`config.mk`:
```
export PLATFORM = sky130hd
export DESIGN_NAME = infix_to_postfix_converter
export DESIGN_NICKNAME = d
export VERILOG_FILES = /design/src/sv/i2p_pkg.sv /design/src/sv/i2p_stack.sv /design/src/sv/infix_to_postfix_converter.sv
export SDC_FILE = /design/constraint.sdc
export NUM_CORES = 1
export LEC_CHECK = 0
export ABC_AREA = 1
export ABC_CLOCK_PERIOD_IN_PS = 6650
export BUFFER_PORTS_ARGS = -buffer_cell sky130_fd_sc_hd__buf_2
export CAP_MARGIN = 40
export CORE_MARGIN = 2
export CORE_UTILIZATION = 48
export DETAILED_ROUTE_END_ITERATION = 10
export PLACE_DENSITY = 0.64
export SYNTH_ARGS = -nofsm -noshare
export SYNTH_HDL_FRONTEND = slang
export SYNTH_SLANG_ARGS = --single-unit
export TNS_END_PERCENT = 100
```
`constraint.sdc`:
```
create_clock -name clk -period 6.65 [get_ports clk]
set_input_delay 0.9975 -clock clk [delete_from_list [all_inputs] [get_ports clk]]
set_output_delay 0.9975 -clock clk [all_outputs]
set_load 0.02 [all_outputs]
```
`src/sv/i2p_pkg.sv`:
```
package i2p_pkg;

  // Character codes
  localparam logic [7:0] CH_OPEN_P  = 8'h28; // (
  localparam logic [7:0] CH_OPEN_C  = 8'h7B; // {
  localparam logic [7:0] CH_OPEN_S  = 8'h5B; // [
  localparam logic [7:0] CH_CLOSE_P = 8'h29; // )
  localparam logic [7:0] CH_CLOSE_C = 8'h7D; // }
  localparam logic [7:0] CH_CLOSE_S = 8'h5D; // ]
  localparam logic [7:0] CH_PLUS    = 8'h2B; // +
  localparam logic [7:0] CH_MINUS   = 8'h2D; // -
  localparam logic [7:0] CH_STAR    = 8'h2A; // *
  localparam logic [7:0] CH_SLASH   = 8'h2F; // /
  localparam logic [7:0] CH_OPND_LO = 8'h41; // A
  localparam logic [7:0] CH_OPND_HI = 8'h7A; // z

  // Status codes on the end item
  localparam logic [1:0] STAT_OK        = 2'd0;
  localparam logic [1:0] STAT_OVERFLOW  = 2'd1;
  localparam logic [1:0] STAT_UNM_CLOSE = 2'd2;
  localparam logic [1:0] STAT_UNM_OPEN  = 2'd3;

  // Stack commands from the sequencer
  typedef struct packed {
    logic push;
    logic pop;
    logic rd;
  } stk_cmd_t;

  // Stack status back to the sequencer
  typedef struct packed {
    logic empty;
    logic full;
  } stk_stat_t;

  function automatic logic is_open(input logic [7:0] c);
    return (c == CH_OPEN_P) || (c == CH_OPEN_C) || (c == CH_OPEN_S);
  endfunction

  function automatic logic is_close(input logic [7:0] c);
    return (c == CH_CLOSE_P) || (c == CH_CLOSE_C) || (c == CH_CLOSE_S);
  endfunction

  function automatic logic is_op(input logic [7:0] c);
    return (c == CH_PLUS) || (c == CH_MINUS) || (c == CH_STAR) || (c == CH_SLASH);
  endfunction

  function automatic logic is_operand(input logic [7:0] c);
    return (c >= CH_OPND_LO) && (c <= CH_OPND_HI);
  endfunction

  // High precedence: * and /
  function automatic logic is_hi_rank(input logic [7:0] c);
    return (c == CH_STAR) || (c == CH_SLASH);
  endfunction

endpackage

```
`src/sv/i2p_stack.sv`:
```
module i2p_stack #(
  parameter int DEPTH = 32
) (
  input  logic               clk,
  input  logic               rst_n,
  input  i2p_pkg::stk_cmd_t  cmd,
  input  logic [7:0]         wdata,
  output i2p_pkg::stk_stat_t stat,
  output logic [7:0]         rd_data
);
  import i2p_pkg::*;

  localparam int CW = $clog2(DEPTH + 1);
  localparam int AW = $clog2(DEPTH);
  localparam logic [CW-1:0] FULL_CNT = CW'(DEPTH);

  logic [7:0]    mem [DEPTH];
  logic [CW-1:0] cnt_r;
  logic [CW-1:0] cnt_nxt;
  logic [CW-1:0] top_idx;

  assign top_idx    = cnt_r - CW'(1);
  assign stat.empty = (cnt_r == '0);
  assign stat.full  = (cnt_r == FULL_CNT);

  // Shared up/down pointer unit
  always_comb begin
    cnt_nxt = cnt_r;
    if (cmd.push && !stat.full) begin
      cnt_nxt = cnt_r + CW'(1);
    end else if (cmd.pop && !stat.empty) begin
      cnt_nxt = top_idx;
    end
  end

  always_ff @(posedge clk) begin
    if (!rst_n) begin
      cnt_r <= '0;
    end else begin
      cnt_r <= cnt_nxt;
    end
  end

  // Entry storage, registered read of the top entry
  always_ff @(posedge clk) begin
    if (cmd.push && !stat.full) begin
      mem[cnt_r[AW-1:0]] <= wdata;
    end
    if (cmd.rd) begin
      rd_data <= mem[top_idx[AW-1:0]];
    end
  end

endmodule

```
`src/sv/infix_to_postfix_converter.sv`:
```
// Steps: an operand or an ignored character passes through idle and flush; each
// stack entry examined by an operator, a close bracket or the final drain adds
// a top-of-stack read, then an evaluate, as the stack read port is registered.
// A check that finds the stack empty adds a read only; a final character adds a
// drain start and its empty check. Output back-pressure stalls evaluate and flush.
// Throughput: one character at a time; a new one is taken only in idle.
// Reset (rst_n, synchronous, active low) empties the stack, clears the error
// code, the hold slot and the output valid flag; stack contents are not cleared.
module infix_to_postfix_converter #(
  parameter int STACK_DEPTH = 32
) (
  input  logic       clk,
  input  logic       rst_n,
  input  logic       in_valid,
  output logic       in_ready,
  input  logic [7:0] in_symbol,
  input  logic       in_last_of_expr,
  output logic       out_valid,
  input  logic       out_ready,
  output logic [7:0] out_symbol,
  output logic       out_has_symbol,
  output logic       out_end_of_expr,
  output logic [1:0] out_status
);
  import i2p_pkg::*;

  typedef enum logic [1:0] {
    S_IDLE,
    S_READ,
    S_EVAL,
    S_FLUSH
  } state_t;

  typedef enum logic [1:0] {
    M_NONE,
    M_CLOSE,
    M_OP,
    M_DRAIN
  } mode_t;

  state_t     state_r, state_nxt;
  mode_t      mode_r, mode_nxt;
  logic [7:0] sym_r, sym_nxt;
  logic       last_r, last_nxt;
  logic [1:0] err_r, err_nxt;
  logic [7:0] hold_r, hold_nxt;
  logic       hold_v_r, hold_v_nxt;
  logic       ov_r, ov_nxt;
  logic [7:0] osym_r, osym_nxt;
  logic       ohas_r, ohas_nxt;
  logic       oend_r, oend_nxt;
  logic [1:0] ostat_r, ostat_nxt;

  stk_cmd_t   cmd;
  stk_stat_t  stat;
  logic [7:0] wdata;
  logic [7:0] top;
  logic       out_free;
  logic       emit_ok;

  i2p_stack #(.DEPTH(STACK_DEPTH)) u_stack (
    .clk     (clk),
    .rst_n   (rst_n),
    .cmd     (cmd),
    .wdata   (wdata),
    .stat    (stat),
    .rd_data (top)
  );

  assign in_ready        = (state_r == S_IDLE);
  assign out_valid       = ov_r;
  assign out_symbol      = osym_r;
  assign out_has_symbol  = ohas_r;
  assign out_end_of_expr = oend_r;
  assign out_status      = ostat_r;

  assign wdata    = (state_r == S_IDLE) ? in_symbol : sym_r;
  assign out_free = !ov_r || out_ready;
  // a new character goes to the hold slot; an older one moves to the output
  assign emit_ok  = !hold_v_r || out_free;

  // Sequencer
  always_comb begin
    state_nxt  = state_r;
    mode_nxt   = mode_r;
    sym_nxt    = sym_r;
    last_nxt   = last_r;
    err_nxt    = err_r;
    hold_nxt   = hold_r;
    hold_v_nxt = hold_v_r;
    ov_nxt     = ov_r && !out_ready;
    osym_nxt   = osym_r;
    ohas_nxt   = ohas_r;
    oend_nxt   = oend_r;
    ostat_nxt  = ostat_r;
    cmd        = '0;

    case (state_r)
      S_IDLE: begin
        if (in_valid) begin
          sym_nxt  = in_symbol;
          last_nxt = in_last_of_expr;
          mode_nxt = M_NONE;
          if (is_open(in_symbol)) begin
            cmd.push = 1'b1;
            if (stat.full && err_r == STAT_OK) err_nxt = STAT_OVERFLOW;
            state_nxt = S_FLUSH;
          end else if (is_close(in_symbol)) begin
            mode_nxt  = M_CLOSE;
            state_nxt = S_READ;
          end else if (is_op(in_symbol)) begin
            mode_nxt  = M_OP;
            state_nxt = S_READ;
          end else if (is_operand(in_symbol)) begin
            hold_nxt   = in_symbol;
            hold_v_nxt = 1'b1;
            state_nxt  = S_FLUSH;
          end else begin
            state_nxt = S_FLUSH;
          end
        end
      end

      S_READ: begin
        if (stat.empty) begin
          if (mode_r == M_CLOSE && err_r == STAT_OK) err_nxt = STAT_UNM_CLOSE;
          if (mode_r == M_OP) cmd.push = 1'b1;
          state_nxt = S_FLUSH;
        end else begin
          cmd.rd    = 1'b1;
          state_nxt = S_EVAL;
        end
      end

      S_EVAL: begin
        case (mode_r)
          M_CLOSE: begin
            if (is_open(top)) begin
              cmd.pop   = 1'b1;
              state_nxt = S_FLUSH;
            end else if (emit_ok) begin
              cmd.pop   = 1'b1;
              state_nxt = S_READ;
            end
          end
          M_OP: begin
            if (is_open(top) || (!is_hi_rank(top) && is_hi_rank(sym_r))) begin
              cmd.push = 1'b1;
              if (stat.full && err_r == STAT_OK) err_nxt = STAT_OVERFLOW;
              state_nxt = S_FLUSH;
            end else if (emit_ok) begin
              cmd.pop   = 1'b1;
              state_nxt = S_READ;
            end
          end
          M_DRAIN: begin
            if (is_open(top)) begin
              cmd.pop = 1'b1;
              if (err_r == STAT_OK) err_nxt = STAT_UNM_OPEN;
              state_nxt = S_READ;
            end else if (emit_ok) begin
              cmd.pop   = 1'b1;
              state_nxt = S_READ;
            end
          end
          default: begin
            state_nxt = S_FLUSH;
          end
        endcase
        // emitted character: previous hold moves out, top enters hold
        if (cmd.pop && !is_open(top)) begin
          if (hold_v_r) begin
            ov_nxt    = 1'b1;
            osym_nxt  = hold_r;
            ohas_nxt  = 1'b1;
            oend_nxt  = 1'b0;
            ostat_nxt = STAT_OK;
          end
          hold_nxt   = top;
          hold_v_nxt = 1'b1;
        end
      end

      S_FLUSH: begin
        if (last_r && mode_r != M_DRAIN) begin
          mode_nxt  = M_DRAIN;
          state_nxt = S_READ;
        end else if (last_r) begin
          // end item: last character or an empty item, with status
          if (out_free) begin
            ov_nxt     = 1'b1;
            osym_nxt   = hold_v_r ? hold_r : 8'h00;
            ohas_nxt   = hold_v_r;
            oend_nxt   = 1'b1;
            ostat_nxt  = err_r;
            err_nxt    = STAT_OK;
            hold_v_nxt = 1'b0;
            state_nxt  = S_IDLE;
          end
        end else if (hold_v_r) begin
          if (out_free) begin
            ov_nxt     = 1'b1;
            osym_nxt   = hold_r;
            ohas_nxt   = 1'b1;
            oend_nxt   = 1'b0;
            ostat_nxt  = STAT_OK;
            hold_v_nxt = 1'b0;
            state_nxt  = S_IDLE;
          end
        end else begin
          state_nxt = S_IDLE;
        end
      end

      default: begin
        state_nxt = S_IDLE;
      end
    endcase
  end

  always_ff @(posedge clk) begin
    if (!rst_n) begin
      state_r  <= S_IDLE;
      mode_r   <= M_NONE;
      err_r    <= STAT_OK;
      hold_v_r <= 1'b0;
      ov_r     <= 1'b0;
    end else begin
      state_r  <= state_nxt;
      mode_r   <= mode_nxt;
      err_r    <= err_nxt;
      hold_v_r <= hold_v_nxt;
      ov_r     <= ov_nxt;
    end
    sym_r   <= sym_nxt;
    last_r  <= last_nxt;
    hold_r  <= hold_nxt;
    osym_r  <= osym_nxt;
    ohas_r  <= ohas_nxt;
    oend_r  <= oend_nxt;
    ostat_r <= ostat_nxt;
  end

  // Assertions
  a_idle_hold_empty: assert property (@(posedge clk) disable iff (!rst_n)
    in_ready |-> !hold_v_r)
    else $error("hold slot occupied while idle");

  a_eval_after_read: assert property (@(posedge clk) disable iff (!rst_n)
    (state_r == S_EVAL) |-> ($past(state_r) == S_READ || $past(state_r) == S_EVAL))
    else $error("evaluate without a stack read");

  a_empty_is_end: assert property (@(posedge clk) disable iff (!rst_n)
    (out_valid && !out_has_symbol) |-> (out_end_of_expr && out_symbol == 8'h00))
    else $error("empty result that is not an end item");

  a_status_on_end: assert property (@(posedge clk) disable iff (!rst_n)
    (out_valid && !out_end_of_expr) |-> (out_status == STAT_OK))
    else $error("status on a non-end result");

endmodule

```
==> qor.yml <==
outcome:
  status: "finished, final reports clean"
placement:
  place_area_sq_um: 13600
  io_buffers: 26
  dpl.hpwl_microns: 20600
  place_congestion: 0.904
  dp_cells: 1435
  pre_cts_ws_ns: 2.38
worst_setup_path:
  timing.rr.end: "u_stack.rd_data[2]"
  start_kind: "flip-flop"
  cp.required_ns: 6.98
  end_kind: "flip-flop"
  timing_worst_setup_path_type: "flip-flop to flip-flop"
  reg2reg_depth: 10
  arrival_ns: 4.66
  cp_max_fo: 65
  worstReg2RegStart: "u_stack.cnt_r[0]"
  r2r_setup_slack_ns: 2.32
finish:
  syn2layout_area_growth_pct: 11.8
  design_area_sq_um: 14600
  fin_util: 0.544
  antenna_cells: 0
  final_nets: 1148
  final_cells: 1493
  final-seq-area_sq_um: 9080
  fillers: 2276
  multi_input_area_sq_um: 3530
  drive_above_1_share: 0.111
timing:
  rsz0062_at_grt: "no"
  finalSetupTns_ns: 0
  tightest_slew_ns: 0.886
  slew_viol_final: 0
  setup_viol: 0
  hold_viol: 0
  worst_clock_skew_ns: 0.0117
  max-slew-margin-rel: 0.409
  fmax_ghz: 0.231
  period_share: 0.651
  setup_slack_ns: 2.32
  period_needed_ns: 4.33
grt:
  grt_pass1_vias: 8589
  overflow: 0
  grt_max_degree: 85
  track_usage: 0.233
  grt_pass1_wl_microns: 50500
  antenna_found_initial: 0
synthesis:
  synth-xor-area-share: 0.00459
  yosys.area_share.simple: 0.123
  synth_cell_types: 41
  synth_compound_area_frac: 0.132
  synthAdderAreaFrac: 0.00765
  synth-edff-count: 293
  yosys_warnings: 0
  synth_ff_type: "edfxtp_1"
  synth_area_leader_cell: "edfxtp_1"
  synth.avg_cell_area_sq_um: 11.8
  synth_area_leaders: "edfxtp_1 67%, o21ai_0 5.9%, nor2_1 5.9%, nand2_1 2.7%, dfxtp_1 2.1%"
  synth.top_cell.area_share: 0.672
  seq_area_frac_synth: 0.694
  ys_seq_elements: 307
  async_reset_ff_frac: 0
  synth_mux_area_frac: 0
  syn_area_sq_um: 13100
  synth_nets: 1132
  syn_inst: 1111
  synth_top_family_by_area: "compound AO/OA/AOI/OAI gates"
die:
  die_w_microns: 169
  rows: 60
  die_h_microns: 169
  start_util: 0.487
  io_pins: 27
  core_sq_um: 26900
  die_area_sq_um: 28600
clock_tree:
  post_cts_buffers: 0
  cts_hold_buffers: 0
  cts_max_level: 1
  cts_root_buf: "clkbuf_16"
  cts_num_sinks: 307
  ctsResizeCount: 0
  clk_pin_slew_ns: 0.06
  cts_tree: "yes"
  clk_path_buf_depth: 3
  clk_latency_ns: 0.58
  cts_buffers: 31
power_and_ir_drop:
  p_per_area_nw_per_um2: 442
  p_leak_uw: 0.00505
  vdd_drop_max_mv: 0.239
min_path:
  hold_start: "hold_r[0]"
  min_to: "out_symbol[0]"
  worstHoldPathType: "flip-flop to flip-flop"
  holdPathStages: 2
flow_run:
  drv_cap: 0
route:
  routedWlPerCell_microns: 22.1
  drc_errors: 0
  viasPerCell: 5.95
  vias: 8876
  antenna_left: 0
  drtIter0Drc: 1120
  firstDrtPassIters: 6
  drt-total-wl_microns: 33000
## flip-flops by register name, summed over array words and instances (netlist names), 2 cells and up
signal and flops:
u_stack.mem 256, hold_r 8, out_symbol 8, u_stack.cnt_r 6, err_r 2, u_stack.rd_data 8
out_status 2, sym_r 8, mode_r 2, state_r 2
## how the worst max path moves through the flow
stage / startpoint / to / slack, ns
2_1_floorplan: out_ready / out_end_of_expr / 3.63
3_3_place_gp: u_stack.cnt_r[0] / u_stack.rd_data[2] / 2.39
3_5_place_dp: u_stack.cnt_r[0] / u_stack.rd_data[2] / 2.38
4_1_cts: u_stack.cnt_r[0] / u_stack.rd_data[2] / 2.37
5_1_grt: u_stack.cnt_r[0] / u_stack.rd_data[6] / 2.03
6_report: u_stack.cnt_r[0] / u_stack.rd_data[2] / 2.32
## cells in the final DEF, fill, tap and decap left out, types with 2 or more instances in the layout
cell type / n
clkinv_4: 2
o21ai_2: 8
clkinv_2: 8
clkbuf_16: 31
nor4_1: 3
o21ai_1: 3
clkinv_1: 5
nor2_4: 2
edfxtp_1: 293
o221ai_1: 32
nand4_1: 11
nand2_1: 93
a211oi_1: 2
bufinv_16: 5
nand3_1: 38
clkinvlp_4: 5
o211ai_1: 30
o22ai_1: 34
a21oi_1: 16
ha_1: 8
nor3_1: 6
xor2_1: 4
buf_4: 15
inv_1: 63
o21ai_0: 147
nand2_4: 6
o21a_1: 8
dfxtp_1: 13
buf_2: 27
inv_2: 3
a21oi_2: 2
nand2_2: 4
clkbuf_1: 3
nor2_1: 206
o31ai_1: 2
nor2_2: 2
## report_power, final
part / total [uW] / leakage, uW / switching (uW) / internal, uW
clock: 1790 / 0.000506 / 742 / 1050
combinational: 2030 / 0.00178 / 1480 / 559
sequential: 2630 / 0.00276 / 80.2 / 2550
total: 6460 / 0.00505 / 2300 / 4160
## cells by family after synthesis
kind of cell / count (synthesis)
buffers and inverters: 128
adders and majority gates: 8
and+or+nand+nor: 375
DFF: 307
AOI/OAI and AO/OA: 287
xor gates and xnor gates: 6
## cells in the mapped netlist (6+ instances only)
cell type	count
nor3_1	6
a21oi_1	16
o221ai_1	32
nand2_4	6
nand2_1	93
nand4_1	11
o22ai_1	34
ha_1	8
nand3_1	38
dfxtp_1	14
clkbuf_1	44
o211ai_1	30
o21a_1	8
buf_2	10
o21ai_0	155
nor2_1	206
edfxtp_1	293
inv_1	63
## stage by stage
stage | hold WS [ns] | power, uW
global route | 0.572 | 6760
finish | 0.546 | 6460
CTS | 0.546 | 6470
floorplan | 0.513 | 3960
detailed placement | 0.532 | 4690
global placement | 0.525 | 4640
## routing by layer
| layer | share of wire | track usage | vias up |
|---|---|---|---|
| met2 | 0.47 | 0.377 | 360 |
| met4 | 0.040 | 0.0907 | 0 |
| met1 | 0.43 | 0.322 | 4336 |
| met3 | 0.065 | 0.0358 | 94 |
| li1 | - | - | 4086 |
| met5 | 0 | 0 | - |
## cell type report
cell class,instances,area share
multi-input cells,676,0.241
repair buffers,43,0.0188
clock buffers,34,0.0538
flip-flops and latches,307,0.621
well taps,341,0.0292
inverters,68,0.0179
clock inverters,24,0.0185
## critical path, stage by stage, from the launching register on
cell and delay (ns):
dfxtp_4 0.63, clkinv_2 0.63, ha_1 0.54, buf_4 0.50, inv_1 0.54, buf_4 0.42, o21ai_0 0.12, o22ai_1 0.11
o211ai_1 0.29, nand3_1 0.15, o21a_1 0.12
No activity file was read; power rests on OpenSTA's default activity.
